**config.mk**
```make
export PLATFORM = sky130hd
export DESIGN_NAME = water_valve_mode_controller
export DESIGN_NICKNAME = d
export VERILOG_FILES = /design/src/wvmc_pkg.sv /design/src/water_valve_mode_controller.sv
export SDC_FILE = /design/constraint.sdc
export NUM_CORES = 1
export LEC_CHECK = 0
export BUFFER_PORTS_ARGS = -buffer_cell sky130_fd_sc_hd__buf_4
export CAP_MARGIN = 15
export CORE_MARGIN = 10
export CORE_UTILIZATION = 50
export DETAILED_ROUTE_END_ITERATION = 10
export GPL_TIMING_DRIVEN = 0
export PLACE_DENSITY_LB_ADDON = 0.08
export SYNTH_ARGS = -nofsm -noshare
export SYNTH_HDL_FRONTEND = slang
export SYNTH_SLANG_ARGS = --single-unit
export TNS_END_PERCENT = 1
```
**constraint.sdc**
```tcl
create_clock -name i_clk -period 22.1 [get_ports i_clk]
set_clock_uncertainty 0.1 [all_clocks]
set_input_delay 2.21 -clock i_clk [delete_from_list [all_inputs] [get_ports i_clk]]
set_output_delay 2.21 -clock i_clk [all_outputs]
set_load 0.005 [all_outputs]
```
**src/wvmc_pkg.sv**
```systemverilog
// package for the water valve mode controller: widths, codes and helpers
package wvmc_pkg;

    localparam int TIMER_BITS = 13;

    localparam int THR_W   = 12;
    localparam int CFG_T_W = 13;
    localparam int CFG_W   = 13;
    localparam int CIDX_W  = 3;

    localparam int OP_W    = 3;
    localparam int POT_W   = 10;
    localparam int LEVEL_W = 13;
    localparam int MODE_W  = 2;
    localparam int RANG_W  = 9;
    localparam int SCODE_W = 2;
    localparam int ANG_W   = 7;
    localparam int SERVO_W = 15;
    localparam int STAT_W  = 3;
    localparam int FRAC_W  = 8;

    localparam int CMP_W      = (TIMER_BITS > CFG_T_W) ? TIMER_BITS : CFG_T_W;
    localparam int RPROD_W    = TIMER_BITS + ANG_W;
    localparam int NUM_W      = RPROD_W + FRAC_W;
    localparam int DEN_W      = CFG_T_W;
    localparam int CNT_W      = $clog2(NUM_W + 1);
    localparam int POT_PROD_W = POT_W + ANG_W;

    localparam logic [CIDX_W-1:0] CFG_LOW_THR  = 3'd0;
    localparam logic [CIDX_W-1:0] CFG_HIGH_THR = 3'd1;
    localparam logic [CIDX_W-1:0] CFG_DWELL    = 3'd2;
    localparam logic [CIDX_W-1:0] CFG_TIMEOUT  = 3'd3;
    localparam logic [CIDX_W-1:0] CFG_RAMP     = 3'd4;

    localparam logic [THR_W-1:0]   RST_LOW_THR  = 12'd200;
    localparam logic [THR_W-1:0]   RST_HIGH_THR = 12'd300;
    localparam logic [CFG_T_W-1:0] RST_DWELL    = 13'd3000;
    localparam logic [CFG_T_W-1:0] RST_TIMEOUT  = 13'd5000;
    localparam logic [CFG_T_W-1:0] RST_RAMP     = 13'd3000;

    localparam logic [OP_W-1:0] OP_TICK   = 3'd0;
    localparam logic [OP_W-1:0] OP_LEVEL  = 3'd1;
    localparam logic [OP_W-1:0] OP_MODE   = 3'd2;
    localparam logic [OP_W-1:0] OP_REMOTE = 3'd3;
    localparam logic [OP_W-1:0] OP_SOURCE = 3'd4;

    localparam logic [MODE_W-1:0] MODE_AUTO   = 2'd0;
    localparam logic [MODE_W-1:0] MODE_MANUAL = 2'd1;
    localparam logic [MODE_W-1:0] MODE_UNCONN = 2'd2;
    localparam logic [MODE_W-1:0] MODE_NA     = 2'd3;

    localparam logic [SCODE_W-1:0] SCODE_POT    = 2'd0;
    localparam logic [SCODE_W-1:0] SCODE_REMOTE = 2'd1;
    localparam logic SRC_POT    = 1'b0;
    localparam logic SRC_REMOTE = 1'b1;

    localparam logic [STAT_W-1:0] ST_NONE   = 3'd0;
    localparam logic [STAT_W-1:0] ST_LEVEL  = 3'd1;
    localparam logic [STAT_W-1:0] ST_ACCEPT = 3'd2;
    localparam logic [STAT_W-1:0] ST_REFUSE = 3'd3;
    localparam logic [STAT_W-1:0] ST_SOURCE = 3'd4;

    localparam logic [ANG_W-1:0] ANG_ZERO = 7'd0;
    localparam logic [ANG_W-1:0] ANG_HALF = 7'd45;
    localparam logic [ANG_W-1:0] ANG_FULL = 7'd90;

    localparam logic [POT_PROD_W-1:0] POT_GAIN = 17'd90;
    localparam logic [DEN_W-1:0]      POT_FULL = 13'd1023;

    function automatic logic [TIMER_BITS-1:0] sat_inc(input logic [TIMER_BITS-1:0] v);
        return (&v) ? v : v + 1'b1;
    endfunction

endpackage

```
**src/water_valve_mode_controller.sv**
```systemverilog
// water valve mode controller: mode sequencer, servo ramp and serial divider
//
// Items are taken one at a time; the input stalls until the result of the
// current item has moved into the output register, and a new item can be
// taken while that result still waits downstream. Level reports, mode,
// remote and source commands go from idle straight to the finish state. A
// tick that interpolates a ramp position passes the ramp, check, multiply,
// divide and write states; one restoring divider produces one quotient bit per
// cycle over the TIMER_BITS + 15 bits of the scaled ramp product. The pot
// reading is scaled to degrees by a reciprocal add and shift in the accepting
// cycle. A tick that takes a ramp step without interpolating passes the ramp
// and check states, a tick without a ramp step goes straight to finish. The
// finish state holds while the previous result waits in the output register.
// Configuration writes are taken at any time and must come while idle.
module water_valve_mode_controller (
    input  logic                                i_clk,
    input  logic                                i_rst_n,
    input  logic                                i_in_valid,
    output logic                                o_in_stall,
    input  logic [wvmc_pkg::OP_W-1:0]           i_operation,
    input  logic                                i_button_level,
    input  logic [wvmc_pkg::POT_W-1:0]          i_pot_sample,
    input  logic signed [wvmc_pkg::LEVEL_W-1:0] i_level_mm,
    input  logic [wvmc_pkg::MODE_W-1:0]         i_mode_code,
    input  logic signed [wvmc_pkg::RANG_W-1:0]  i_remote_angle,
    input  logic [wvmc_pkg::SCODE_W-1:0]        i_source_code,
    output logic                                o_out_valid,
    input  logic                                i_out_stall,
    output logic [wvmc_pkg::SERVO_W-1:0]        o_servo_angle_q8,
    output logic                                o_servo_write,
    output logic [wvmc_pkg::MODE_W-1:0]         o_mode_now,
    output logic                                o_mode_changed,
    output logic                                o_source_now,
    output logic [wvmc_pkg::STAT_W-1:0]         o_status,
    input  logic                                i_cfg_valid,
    output logic                                o_cfg_ready,
    input  logic [wvmc_pkg::CIDX_W-1:0]         i_cfg_index,
    input  logic [wvmc_pkg::CFG_W-1:0]          i_cfg_data
);
    import wvmc_pkg::*;

    localparam logic [3:0] S_IDLE = 4'd0;
    localparam logic [3:0] S_RAMP = 4'd3;
    localparam logic [3:0] S_RCHK = 4'd4;
    localparam logic [3:0] S_RMUL = 4'd5;
    localparam logic [3:0] S_RDIV = 4'd6;
    localparam logic [3:0] S_RWR  = 4'd7;
    localparam logic [3:0] S_FIN  = 4'd8;

    logic [3:0] r_state, n_state;

    logic [THR_W-1:0]   r_low_thr, r_high_thr;
    logic [CFG_T_W-1:0] r_dwell, r_timeout, r_ramp_ms;

    logic [MODE_W-1:0]         r_mode, n_mode;
    logic                      r_source, n_source;
    logic signed [LEVEL_W-1:0] r_level, n_level;
    logic [ANG_W-1:0]          r_remote_tgt, n_remote_tgt;
    logic [TIMER_BITS-1:0]     r_since_report, n_since_report;
    logic [TIMER_BITS-1:0]     r_since_low, n_since_low;
    logic [TIMER_BITS-1:0]     r_ramp_elapsed, n_ramp_elapsed;
    logic [ANG_W-1:0]          r_ramp_start, n_ramp_start;
    logic [ANG_W-1:0]          r_ramp_target, n_ramp_target;
    logic [SERVO_W-1:0]        r_pos, n_pos;
    logic                      r_ramp_active, n_ramp_active;
    logic                      r_button_prev, n_button_prev;

    logic [ANG_W-1:0]  r_target, n_target;
    logic [MODE_W-1:0] r_mode_before, n_mode_before;
    logic              r_wrote, n_wrote;
    logic              r_zero, n_zero;
    logic [STAT_W-1:0] r_status, n_status;

    logic [NUM_W-1:0] r_div_num, n_div_num;
    logic [DEN_W-1:0] r_div_rem, n_div_rem;
    logic [DEN_W-1:0] r_div_den, n_div_den;
    logic [CNT_W-1:0] r_div_cnt, n_div_cnt;

    logic               r_out_valid, n_out_valid;
    logic               out_load;
    logic [SERVO_W-1:0] r_out_servo;
    logic               r_out_wrote;
    logic [MODE_W-1:0]  r_out_mode;
    logic               r_out_changed;
    logic               r_out_source;
    logic [STAT_W-1:0]  r_out_status;

    logic [TIMER_BITS-1:0] sr_inc, sl_inc, re_inc;
    logic [MODE_W-1:0]     mode_tk;
    logic [ANG_W-1:0]      clamp_ang;
    logic [POT_PROD_W-1:0] pot_prod;
    logic [POT_PROD_W-1:0] pot_sum;
    logic [ANG_W-1:0]      pot_tgt;
    logic                  ramp_up;
    logic [ANG_W-1:0]      ramp_mag;
    logic [RPROD_W-1:0]    ramp_prod;
    logic [DEN_W:0]        div_trial, div_diff;
    logic                  div_ge;
    logic [SERVO_W-1:0]    ramp_base, ramp_q;

    assign o_cfg_ready = 1'b1;
    assign o_in_stall  = (r_state != S_IDLE);

    assign sr_inc = sat_inc(r_since_report);
    assign sl_inc = sat_inc(r_since_low);
    assign re_inc = sat_inc(r_ramp_elapsed);

    assign mode_tk = (r_mode != MODE_NA && CMP_W'(sr_inc) > CMP_W'(r_timeout)) ? MODE_NA
                                                                             : r_mode;

    always_comb begin
        if (i_remote_angle[RANG_W-1]) begin
            clamp_ang = ANG_ZERO;
        end else if (i_remote_angle[RANG_W-2:0] > {1'b0, ANG_FULL}) begin
            clamp_ang = ANG_FULL;
        end else begin
            clamp_ang = i_remote_angle[ANG_W-1:0];
        end
    end

    assign pot_prod  = POT_PROD_W'(i_pot_sample) * POT_GAIN;
    // divide by 1023 as (x + (x >> 10) + 1) >> 10, exact for quotients below 1024
    assign pot_sum   = pot_prod + (pot_prod >> POT_W) + 1'b1;
    assign pot_tgt   = pot_sum[POT_W +: ANG_W];
    assign ramp_up   = (r_ramp_target >= r_ramp_start);
    assign ramp_mag  = ramp_up ? r_ramp_target - r_ramp_start : r_ramp_start - r_ramp_target;
    assign ramp_prod = RPROD_W'(r_ramp_elapsed) * RPROD_W'(ramp_mag);

    // one restoring step per cycle
    assign div_trial = {r_div_rem, r_div_num[NUM_W-1]};
    assign div_ge    = (div_trial >= {1'b0, r_div_den});
    assign div_diff  = div_trial - {1'b0, r_div_den};

    assign ramp_base = {r_ramp_start, {FRAC_W{1'b0}}};
    assign ramp_q    = r_div_num[SERVO_W-1:0];

    assign out_load = (r_state == S_FIN) && (!r_out_valid || !i_out_stall);

    always_comb begin
        n_state        = r_state;
        n_mode         = r_mode;
        n_source       = r_source;
        n_level        = r_level;
        n_remote_tgt   = r_remote_tgt;
        n_since_report = r_since_report;
        n_since_low    = r_since_low;
        n_ramp_elapsed = r_ramp_elapsed;
        n_ramp_start   = r_ramp_start;
        n_ramp_target  = r_ramp_target;
        n_pos          = r_pos;
        n_ramp_active  = r_ramp_active;
        n_button_prev  = r_button_prev;
        n_target       = r_target;
        n_mode_before  = r_mode_before;
        n_wrote        = r_wrote;
        n_zero         = r_zero;
        n_status       = r_status;
        n_div_num      = r_div_num;
        n_div_rem      = r_div_rem;
        n_div_den      = r_div_den;
        n_div_cnt      = r_div_cnt;
        n_out_valid    = r_out_valid && i_out_stall;

        case (r_state)
            S_IDLE: begin
                if (i_in_valid) begin
                    n_mode_before = r_mode;
                    n_wrote       = 1'b0;
                    n_zero        = 1'b0;
                    n_status      = ST_NONE;
                    n_state       = S_FIN;
                    case (i_operation)
                        OP_TICK: begin
                            n_since_report = sr_inc;
                            n_since_low    = sl_inc;
                            if (r_ramp_active) begin
                                n_ramp_elapsed = re_inc;
                            end
                            n_mode = mode_tk;
                            if (!r_level[LEVEL_W-1]) begin
                                case (mode_tk)
                                    MODE_AUTO: begin
                                        if (r_level[THR_W-1:0] < r_low_thr) begin
                                            n_target    = ANG_ZERO;
                                            n_since_low = '0;
                                        end else if (r_level[THR_W-1:0] < r_high_thr) begin
                                            n_target = (CMP_W'(sl_inc) > CMP_W'(r_dwell))
                                                       ? ANG_HALF : ANG_ZERO;
                                        end else begin
                                            n_target = ANG_FULL;
                                        end
                                        n_button_prev = i_button_level;
                                        if (i_button_level && !r_button_prev) begin
                                            n_source = SRC_POT;
                                            n_mode   = MODE_MANUAL;
                                        end
                                        n_state = S_RAMP;
                                    end
                                    MODE_MANUAL: begin
                                        if (r_source == SRC_POT) begin
                                            n_button_prev = i_button_level;
                                            if (i_button_level && !r_button_prev) begin
                                                n_source = SRC_POT;
                                                n_mode   = MODE_AUTO;
                                            end
                                            n_target = pot_tgt;
                                            n_state  = S_RAMP;
                                        end else begin
                                            n_target = r_remote_tgt;
                                            n_state  = S_RAMP;
                                        end
                                    end
                                    MODE_UNCONN: begin
                                        n_wrote = 1'b1;
                                        n_zero  = 1'b1;
                                    end
                                    default: begin
                                    end
                                endcase
                            end
                        end
                        OP_LEVEL: begin
                            n_level        = i_level_mm;
                            n_since_report = '0;
                            if (r_mode == MODE_UNCONN || r_mode == MODE_NA) begin
                                n_mode = MODE_AUTO;
                            end
                            n_status = ST_LEVEL;
                        end
                        OP_MODE: begin
                            n_mode = i_mode_code;
                        end
                        OP_REMOTE: begin
                            if (r_mode == MODE_MANUAL && r_source == SRC_REMOTE) begin
                                n_remote_tgt = clamp_ang;
                                n_status     = ST_ACCEPT;
                            end else begin
                                n_status = ST_REFUSE;
                            end
                        end
                        OP_SOURCE: begin
                            if (i_source_code == SCODE_POT) begin
                                n_source = SRC_POT;
                                n_status = ST_SOURCE;
                            end else if (i_source_code == SCODE_REMOTE) begin
                                n_source = SRC_REMOTE;
                                n_status = ST_SOURCE;
                            end
                        end
                        default: begin
                        end
                    endcase
                end
            end
            S_RDIV: begin
                n_div_rem = div_ge ? div_diff[DEN_W-1:0] : div_trial[DEN_W-1:0];
                n_div_num = {r_div_num[NUM_W-2:0], div_ge};
                n_div_cnt = r_div_cnt - 1'b1;
                if (r_div_cnt == CNT_W'(1)) begin
                    n_state = S_RWR;
                end
            end
            S_RAMP: begin
                if (r_target != r_ramp_target) begin
                    n_ramp_start   = r_pos[SERVO_W-1:FRAC_W];
                    n_ramp_target  = r_target;
                    n_ramp_elapsed = '0;
                    n_ramp_active  = 1'b1;
                end
                n_state = S_RCHK;
            end
            S_RCHK: begin
                if (!r_ramp_active) begin
                    n_state = S_FIN;
                end else if (CMP_W'(r_ramp_elapsed) >= CMP_W'(r_ramp_ms)) begin
                    n_pos         = {r_ramp_target, {FRAC_W{1'b0}}};
                    n_ramp_active = 1'b0;
                    n_wrote       = 1'b1;
                    n_state       = S_FIN;
                end else begin
                    n_state = S_RMUL;
                end
            end
            S_RMUL: begin
                n_div_num = {ramp_prod, {FRAC_W{1'b0}}};
                n_div_den = r_ramp_ms;
                n_div_rem = '0;
                n_div_cnt = CNT_W'(NUM_W);
                n_state   = S_RDIV;
            end
            S_RWR: begin
                n_pos   = ramp_up ? ramp_base + ramp_q : ramp_base - ramp_q;
                n_wrote = 1'b1;
                n_state = S_FIN;
            end
            S_FIN: begin
                if (out_load) begin
                    n_out_valid = 1'b1;
                    n_state     = S_IDLE;
                end
            end
            default: begin
                n_state = S_IDLE;
            end
        endcase
    end

    always_ff @(posedge i_clk) begin
        if (!i_rst_n) begin
            r_state        <= S_IDLE;
            r_mode         <= MODE_AUTO;
            r_source       <= SRC_POT;
            r_level        <= '1;
            r_remote_tgt   <= ANG_ZERO;
            r_since_report <= '0;
            r_since_low    <= '0;
            r_ramp_elapsed <= '0;
            r_ramp_start   <= ANG_ZERO;
            r_ramp_target  <= ANG_ZERO;
            r_pos          <= '0;
            r_ramp_active  <= 1'b0;
            r_button_prev  <= 1'b0;
            r_out_valid    <= 1'b0;
        end else begin
            r_state        <= n_state;
            r_mode         <= n_mode;
            r_source       <= n_source;
            r_level        <= n_level;
            r_remote_tgt   <= n_remote_tgt;
            r_since_report <= n_since_report;
            r_since_low    <= n_since_low;
            r_ramp_elapsed <= n_ramp_elapsed;
            r_ramp_start   <= n_ramp_start;
            r_ramp_target  <= n_ramp_target;
            r_pos          <= n_pos;
            r_ramp_active  <= n_ramp_active;
            r_button_prev  <= n_button_prev;
            r_out_valid    <= n_out_valid;
        end
    end

    always_ff @(posedge i_clk) begin
        if (!i_rst_n) begin
            r_low_thr  <= RST_LOW_THR;
            r_high_thr <= RST_HIGH_THR;
            r_dwell    <= RST_DWELL;
            r_timeout  <= RST_TIMEOUT;
            r_ramp_ms  <= RST_RAMP;
        end else if (i_cfg_valid && o_cfg_ready) begin
            case (i_cfg_index)
                CFG_LOW_THR:  r_low_thr  <= i_cfg_data[THR_W-1:0];
                CFG_HIGH_THR: r_high_thr <= i_cfg_data[THR_W-1:0];
                CFG_DWELL:    r_dwell    <= i_cfg_data[CFG_T_W-1:0];
                CFG_TIMEOUT:  r_timeout  <= i_cfg_data[CFG_T_W-1:0];
                CFG_RAMP:     r_ramp_ms  <= i_cfg_data[CFG_T_W-1:0];
                default: begin
                end
            endcase
        end
    end

    always_ff @(posedge i_clk) begin
        r_target      <= n_target;
        r_mode_before <= n_mode_before;
        r_wrote       <= n_wrote;
        r_zero        <= n_zero;
        r_status      <= n_status;
        r_div_num     <= n_div_num;
        r_div_rem     <= n_div_rem;
        r_div_den     <= n_div_den;
        r_div_cnt     <= n_div_cnt;
        if (out_load) begin
            r_out_servo   <= r_zero ? '0 : r_pos;
            r_out_wrote   <= r_wrote;
            r_out_mode    <= r_mode;
            r_out_changed <= (r_mode != r_mode_before);
            r_out_source  <= r_source;
            r_out_status  <= r_status;
        end
    end

    assign o_out_valid      = r_out_valid;
    assign o_servo_angle_q8 = r_out_servo;
    assign o_servo_write    = r_out_wrote;
    assign o_mode_now       = r_out_mode;
    assign o_mode_changed   = r_out_changed;
    assign o_source_now     = r_out_source;
    assign o_status         = r_out_status;

endmodule
```
==> results of run 1 <==
per-stage QoR:
stage / utilization / std cells
after floorplan: - / 2078
after global placement: 0.539 / 2630
after detailed placement: 0.542 / 2636
after CTS: 0.570 / 2690
after global routing: 0.570 / 2691
final: 0.570 / 2692
metal layers:
metal,GRT usage,share of wire,vias to the layer above
li1,-,-,7353
met5,0,0,-
met2,0.336,0.47,246
met3,0.0264,0.038,61
met4,0.0598,0.025,0
met1,0.272,0.47,6956
power by group:
part | switching [W] | internal [W] | leakage (nW)
Sequential | 0.00000423 | 0.000497 | 2.21
Combinational | 0.000110 | 0.0000814 | 6.36
Clock | 0.000204 | 0.000303 | 0.502
critical path, stage by stage, from the launching register on:
cell	delay [ns]
dfxtp_1	0.50
inv_1	0.18
ha_1	0.36
nand2_1	0.06
o21ai_1	0.30
a211oi_4	0.15
o21ai_2	0.42
mux2_4	0.36
o311a_1	0.37
o41ai_2	0.57
buf_4	0.28
and2_1	0.18
fa_1	0.43
fa_1	0.51
fa_1	0.55
inv_1	0.06
fa_1	0.53
inv_1	0.04
ha_1	0.33
o21ai_0	0.12
nor2b_1	0.16
nand3b_1	0.25
o211a_1	0.29
o41ai_1	0.50
a21oi_1	0.17
nor4_1	0.26
a211oi_1	0.09
cells in the final DEF, fill, tap and decap left out, types with 31 or more instances in the layout:
| cell type | netlist | final |
|---|---|---|
| nand2_1 | 272 | 272 |
| mux2i_1 | 34 | 34 |
| nor3_1 | 40 | 39 |
| nor2_1 | 107 | 107 |
| a21oi_1 | 75 | 74 |
| and2_1 | 69 | 69 |
| clkbuf_1 | 74 | 78 |
| a21o_1 | 31 | 31 |
| edfxtp_1 | 96 | 96 |
| nand3_1 | 47 | 47 |
| dfxtp_1 | 161 | 161 |
| fa_1 | 72 | 72 |
| o211ai_1 | 41 | 41 |
| buf_4 | 2 | 86 |
| xnor2_1 | 79 | 79 |
| inv_1 | 232 | 232 |
| o21ai_0 | 64 | 64 |
| ha_1 | 178 | 178 |
| nor2b_1 | 57 | 57 |
| clkbuf_16 | 0 | 32 |
| a21boi_0 | 38 | 38 |
cell families (layout without fill, tap and decap cells):
kind of cell / Yosys count / after routing / synth area share
XOR/XNOR: 105 / 105 / 0.0498
multiplexers: 40 / 40 / 0.0223
other: 1 / 2 / 0.000203
adder cells (fa/ha/maj): 250 / 250 / 0.198
flip-flops: 257 / 257 / 0.330
buffers and inverters: 316 / 461 / 0.0653
AO/OA/AOI/OAI: 398 / 398 / 0.148
AND/OR/NAND/NOR: 711 / 711 / 0.186
worst max path at each step:
| stage | startpoint | endpoint | depth (start not counted) |
|---|---|---|---|
| after global routing | r_ramp_start[1]$_SDFFE_PN0P_ | r_div_num[27]$_DFFE_PP_ | 26 |
| final | r_ramp_start[1]$_SDFFE_PN0P_ | r_div_num[27]$_DFFE_PP_ | 26 |
| after CTS | r_ramp_start[1]$_SDFFE_PN0P_ | r_div_num[27]$_DFFE_PP_ | 26 |
| after detailed placement | r_ramp_start[1]$_SDFFE_PN0P_ | r_div_num[27]$_DFFE_PP_ | 26 |
| after floorplan | r_ramp_start[1]$_SDFFE_PN0P_ | r_div_num[27]$_DFFE_PP_ | 26 |
| after global placement | r_ramp_start[1]$_SDFFE_PN0P_ | r_div_num[27]$_DFFE_PP_ | 26 |
layout make-up:
type,instances,area (um^2)
timing repair buffer,91,729
antenna,1,2.50
clock buffer,41,885
clock inverter,13,135
inverter,234,878
buffer,82,329
multi-input combinational,1505,11200
tap,468,586
fill,3283,15700
sequential,257,6110
==> impl_metrics.env, run 1 <==
export IMPL_hp_start="r_status[2]$_DFFE_PP_"
export IMPL_fp_dieW_um=212
export IMPL_clock_fmax_mhz=120
export IMPL_crit_arrival_ns=8.57
export IMPL_rrSetupSlack_ns=13.74
export IMPL_power_w=0.00120
export IMPL_cts_tree="done"
export IMPL_grt_max_degree=19
export IMPL_fin_nets=2512
export IMPL_routedWlPerCell_um=16.9
export IMPL_synth_area_top_cells="dfxtp_1 17%, edfxtp_1 16%, ha_1 12%"
export IMPL_gr_usage_all_layers=0.203
export IMPL_ctsResizeCount=0
export IMPL_first_pass_iters=5
export IMPL_vdd_drop_max_mv=0.0489
export IMPL_setup_viol=0
export IMPL_fin_crit_ns=8.36
export IMPL_syn_inst=2078
export IMPL_hold_viol=0
export IMPL_viasPerCell=5.43
export IMPL_synth_seq_area_share=0.330
export IMPL_clock_latency_ns=0.57
export IMPL_cp_max_fo=10
export IMPL_rsz0062_at_grt="false"
export IMPL_cts_clk_slew_worst_paths_ns=0.06
export IMPL_grt_pass1_vias=14600
export IMPL_worstSetupEndpointType="flop"
export IMPL_die_y_um=212
export IMPL_layout_drive_gt1_share=0.0783
export IMPL_yosysTopAreaCellShare=0.174
export IMPL_vias=14600
export IMPL_crit_required_ns=22.31
export IMPL_gp_congestion=0.873
export IMPL_setup_ws_ns=13.74
export IMPL_fp_dieArea_um2=45100
export IMPL_drt_iter0_markers=772
export IMPL_synthArstFlopShare=0
export IMPL_htreeDepth=1
export IMPL_status="complete, no violations"
export IMPL_wirelength_mm=45.5
export IMPL_holdPathStages=0
export IMPL_drc=0
export IMPL_antenna_found_initial=0
export IMPL_ys_ff_latch=257
export IMPL_synth_most_common_cell="nand2_1"
export IMPL_syn_avg_cell_area_um2=8.89
export IMPL_grt_overflow=0
export IMPL_ctsHoldBuffers=0
export IMPL_cap_violations=0
export IMPL_synth_top_area_cell="dfxtp_1"
export IMPL_cts_buffers_inserted=30
export IMPL_yosys_warnings=0
export IMPL_final_cell_area_um2=20800
export IMPL_syn_num_nets=2389
export IMPL_setup_tns_ns=0
export IMPL_place_port_buffers=84
export IMPL_p_per_area_nw_per_um2=57.6
export IMPL_netlist_top_cells_count="272 x nand2_1, 232 x inv_1, 178 x ha_1, 161 x dfxtp_1, 107 x nor2_1"
export IMPL_cts_root_buffer="clkbuf_16"
export IMPL_p_leak_nw=9.07
export IMPL_placed_area_um2=19800
export IMPL_holdPathEnd="o_status[2]$_DFFE_PP_"
export IMPL_area_delta_synth_final_pct=12.7
export IMPL_fin_crit_sh=0.378
export IMPL_tightest_slew_ns=0.905
export IMPL_post_cts_buffers=0
export IMPL_maxSlewHeadroom=0.394
export IMPL_drv_slew=0
export IMPL_timing_rr_end="r_div_num[27]$_DFFE_PP_"
export IMPL_hpwl_mm=35.8
export IMPL_critical_path_class="flop to flop"
export IMPL_synth_edff_count=96
export IMPL_r2r_cells=26
export IMPL_largest_reg_flops=28
export IMPL_row_count=70
export IMPL_syn_area_um2=18500
export IMPL_hold_path_class="flop to flop"
export IMPL_r2r_start="r_ramp_start[1]$_SDFFE_PN0P_"
export IMPL_clockBufferDepth=3
export IMPL_initial_core_util=0.506
export IMPL_regMostFlops="r_div_num"
export IMPL_grt_pass1_wl_mm=74.6
export IMPL_cp_start_kind="flop"
export IMPL_synth_ff_type="dfxtp_1"
export IMPL_core_um2=36500
export IMPL_dp_slack_ns=13.80
export IMPL_ios=87
export IMPL_clkSinkCount=257
export IMPL_synthDistinctLibCells=76
export IMPL_hold_slack_ns=0.321
export IMPL_antenna_left=0
(Power assumes the default switching activity.)
==> run 2, diff against run 1 <==
==> constraint.sdc (replaced) <==
create_clock -name i_clk -period 8.8 [get_ports i_clk]
set_clock_uncertainty 0.1 [all_clocks]
set_input_delay 0.88 -clock i_clk [delete_from_list [all_inputs] [get_ports i_clk]]
set_output_delay 0.88 -clock i_clk [all_outputs]
set_load 0.005 [all_outputs]
==> impl_metrics.env, run 2 (synthesized netlist as in run 1, its figures left out) <==
export IMPL_status="complete, no violations"
export IMPL_place_port_buffers=84
export IMPL_vdd_drop_max_mv=0.123
export IMPL_fin_nets=2512
export IMPL_grt_pass1_vias=14600
export IMPL_clockBufferDepth=3
export IMPL_critical_path_class="flop to flop"
export IMPL_cts_tree="done"
export IMPL_hold_path_class="flop to flop"
export IMPL_setup_viol=0
export IMPL_ios=87
export IMPL_cp_start_kind="flop"
export IMPL_crit_top_cell="fa_1"
export IMPL_grt_max_degree=19
export IMPL_setup_tns_ns=0
export IMPL_post_cts_buffers=0
export IMPL_instances_no_fill=2692
export IMPL_clock_latency_ns=0.57
export IMPL_area_delta_synth_final_pct=12.7
export IMPL_p_per_area_nw_per_um2=145
export IMPL_cts_buffers_inserted=30
export IMPL_final_cell_mix="272 x nand2_1, 232 x inv_1, 178 x ha_1"
export IMPL_hold_viol=0
export IMPL_row_count=70
export IMPL_tightest_slew_ns=0.907
export IMPL_power_w=0.00301
export IMPL_cp_max_fo=10
export IMPL_wirelength_mm=45.6
export IMPL_fin_util=0.571
export IMPL_gp_congestion=0.873
export IMPL_grt_overflow=0
export IMPL_maxSlewHeadroom=0.393
export IMPL_drv_slew=0
export IMPL_hpwl_mm=35.8
export IMPL_core_um2=36500
export IMPL_nFillCells=3281
export IMPL_fp_dieW_um=212
export IMPL_initial_core_util=0.506
export IMPL_cts_clk_slew_worst_paths_ns=0.06
export IMPL_antenna_left=0
export IMPL_drc=0
export IMPL_worstSetupEndpointType="flop"
export IMPL_cts_root_buffer="clkbuf_16"
export IMPL_ctsHoldBuffers=0
export IMPL_viasPerCell=5.44
export IMPL_regArea_um2=6110
export IMPL_final_common_cell="nand2_1"
export IMPL_cpMaxStageDelayCell="o41ai_2"
export IMPL_fp_dieArea_um2=45100
export IMPL_first_pass_iters=5
export IMPL_htreeDepth=1
export IMPL_slowest_delay_ns=0.57
export IMPL_routedWlPerCell_um=16.9
export IMPL_fin_crit_ns=8.30
export IMPL_numPlacedInstances=2636
export IMPL_crit_required_ns=9.01
export IMPL_largest_reg_flops=28
export IMPL_layout_drive_gt1_share=0.0783
export IMPL_die_y_um=212
export IMPL_drt_iter0_markers=790
export IMPL_p_leak_nw=9.07
export IMPL_clock_fmax_mhz=121
export IMPL_antenna_found_initial=0
export IMPL_hold_slack_ns=0.321
export IMPL_multi_input_area_um2=11200
export IMPL_clkSinkCount=257
export IMPL_crit_arrival_ns=8.51
export IMPL_vias=14600
export IMPL_cap_violations=0
export IMPL_grt_pass1_wl_mm=74.6
export IMPL_gr_usage_all_layers=0.203
export IMPL_regMostFlops="r_div_num"
export IMPL_fin_crit_sh=0.943
export IMPL_rsz0062_at_grt="false"
## run 2: cell types whose count changed in the layout (fill, tap and decap cells not counted)
cell | before | now
o21ai_2 | 1 | 0
o21ai_4 | 0 | 1
## run 2: final cells by class
class | instances | share of cell area
Sequential cell | 257 | 0.293
Inverter | 234 | 0.0422
Multi-Input combinational cell | 1505 | 0.537
Clock buffer | 41 | 0.0425
Antenna cell | 1 | 0.000120
Timing Repair Buffer | 91 | 0.0350
Tap cell | 468 | 0.0281
Buffer | 82 | 0.0158
Clock inverter | 13 | 0.00649
## run 2: repair_timing
| action | CTS | global route |
|---|---|---|
| resized for setup | 0 | 1 |
| endpoints found under the setup margin | 0 | 1 |
| endpoints found under the hold margin | 0 | 0 |
## run 2: power breakdown
group | switching, W | internal (W)
clock network | 0.000514 | 0.000760
logic | 0.000276 | 0.000205
registers | 0.0000107 | 0.00125
total | 0.000801 | 0.00221
## run 2: worst max-delay path: cells and delay by family, from the launching register on
kind | cells | cell delay (ns)
AOI/OAI and AO/OA | 11 | 3.04
DFF | 1 | 0.51
adders and majority gates | 6 | 2.72
buffers and inverters | 5 | 0.76
and+or+nand+nor | 5 | 0.93
## run 2: worst paths after layout
check | startpoint | endpoint | slack [ns] | cells after the start
worst min-delay path | r_status[2]$_DFFE_PP_ | o_status[2]$_DFFE_PP_ | 0.32 | 0
worst max register to register | r_ramp_start[1]$_SDFFE_PN0P_ | r_div_num[27]$_DFFE_PP_ | 0.50 | 27
worst min register to register | r_status[2]$_DFFE_PP_ | o_status[2]$_DFFE_PP_ | 0.32 | 0
worst max-delay path | r_ramp_start[1]$_SDFFE_PN0P_ | r_div_num[27]$_DFFE_PP_ | 0.50 | 27
## run 2: through the flow
| stage | worst slack (ns) | instance area [um^2] |
|---|---|---|
| floorplan | 1.51 | 18500 |
| global placement | 0.557 | 19700 |
| detailed placement | 0.497 | 19800 |
| CTS | 0.472 | 20800 |
| global route | 0.0744 | 20800 |
| finish | 0.501 | 20800 |
## run 2: metal layers
layer	part of all wire	vias to the layer above	track usage	routed length [um]
met5	0	-	0	0
met4	0.025	0	0.0598	1130
met3	0.039	61	0.0264	1780
met2	0.47	262	0.336	21300
met1	0.47	6966	0.272	21300
li1	-	7352	-	-
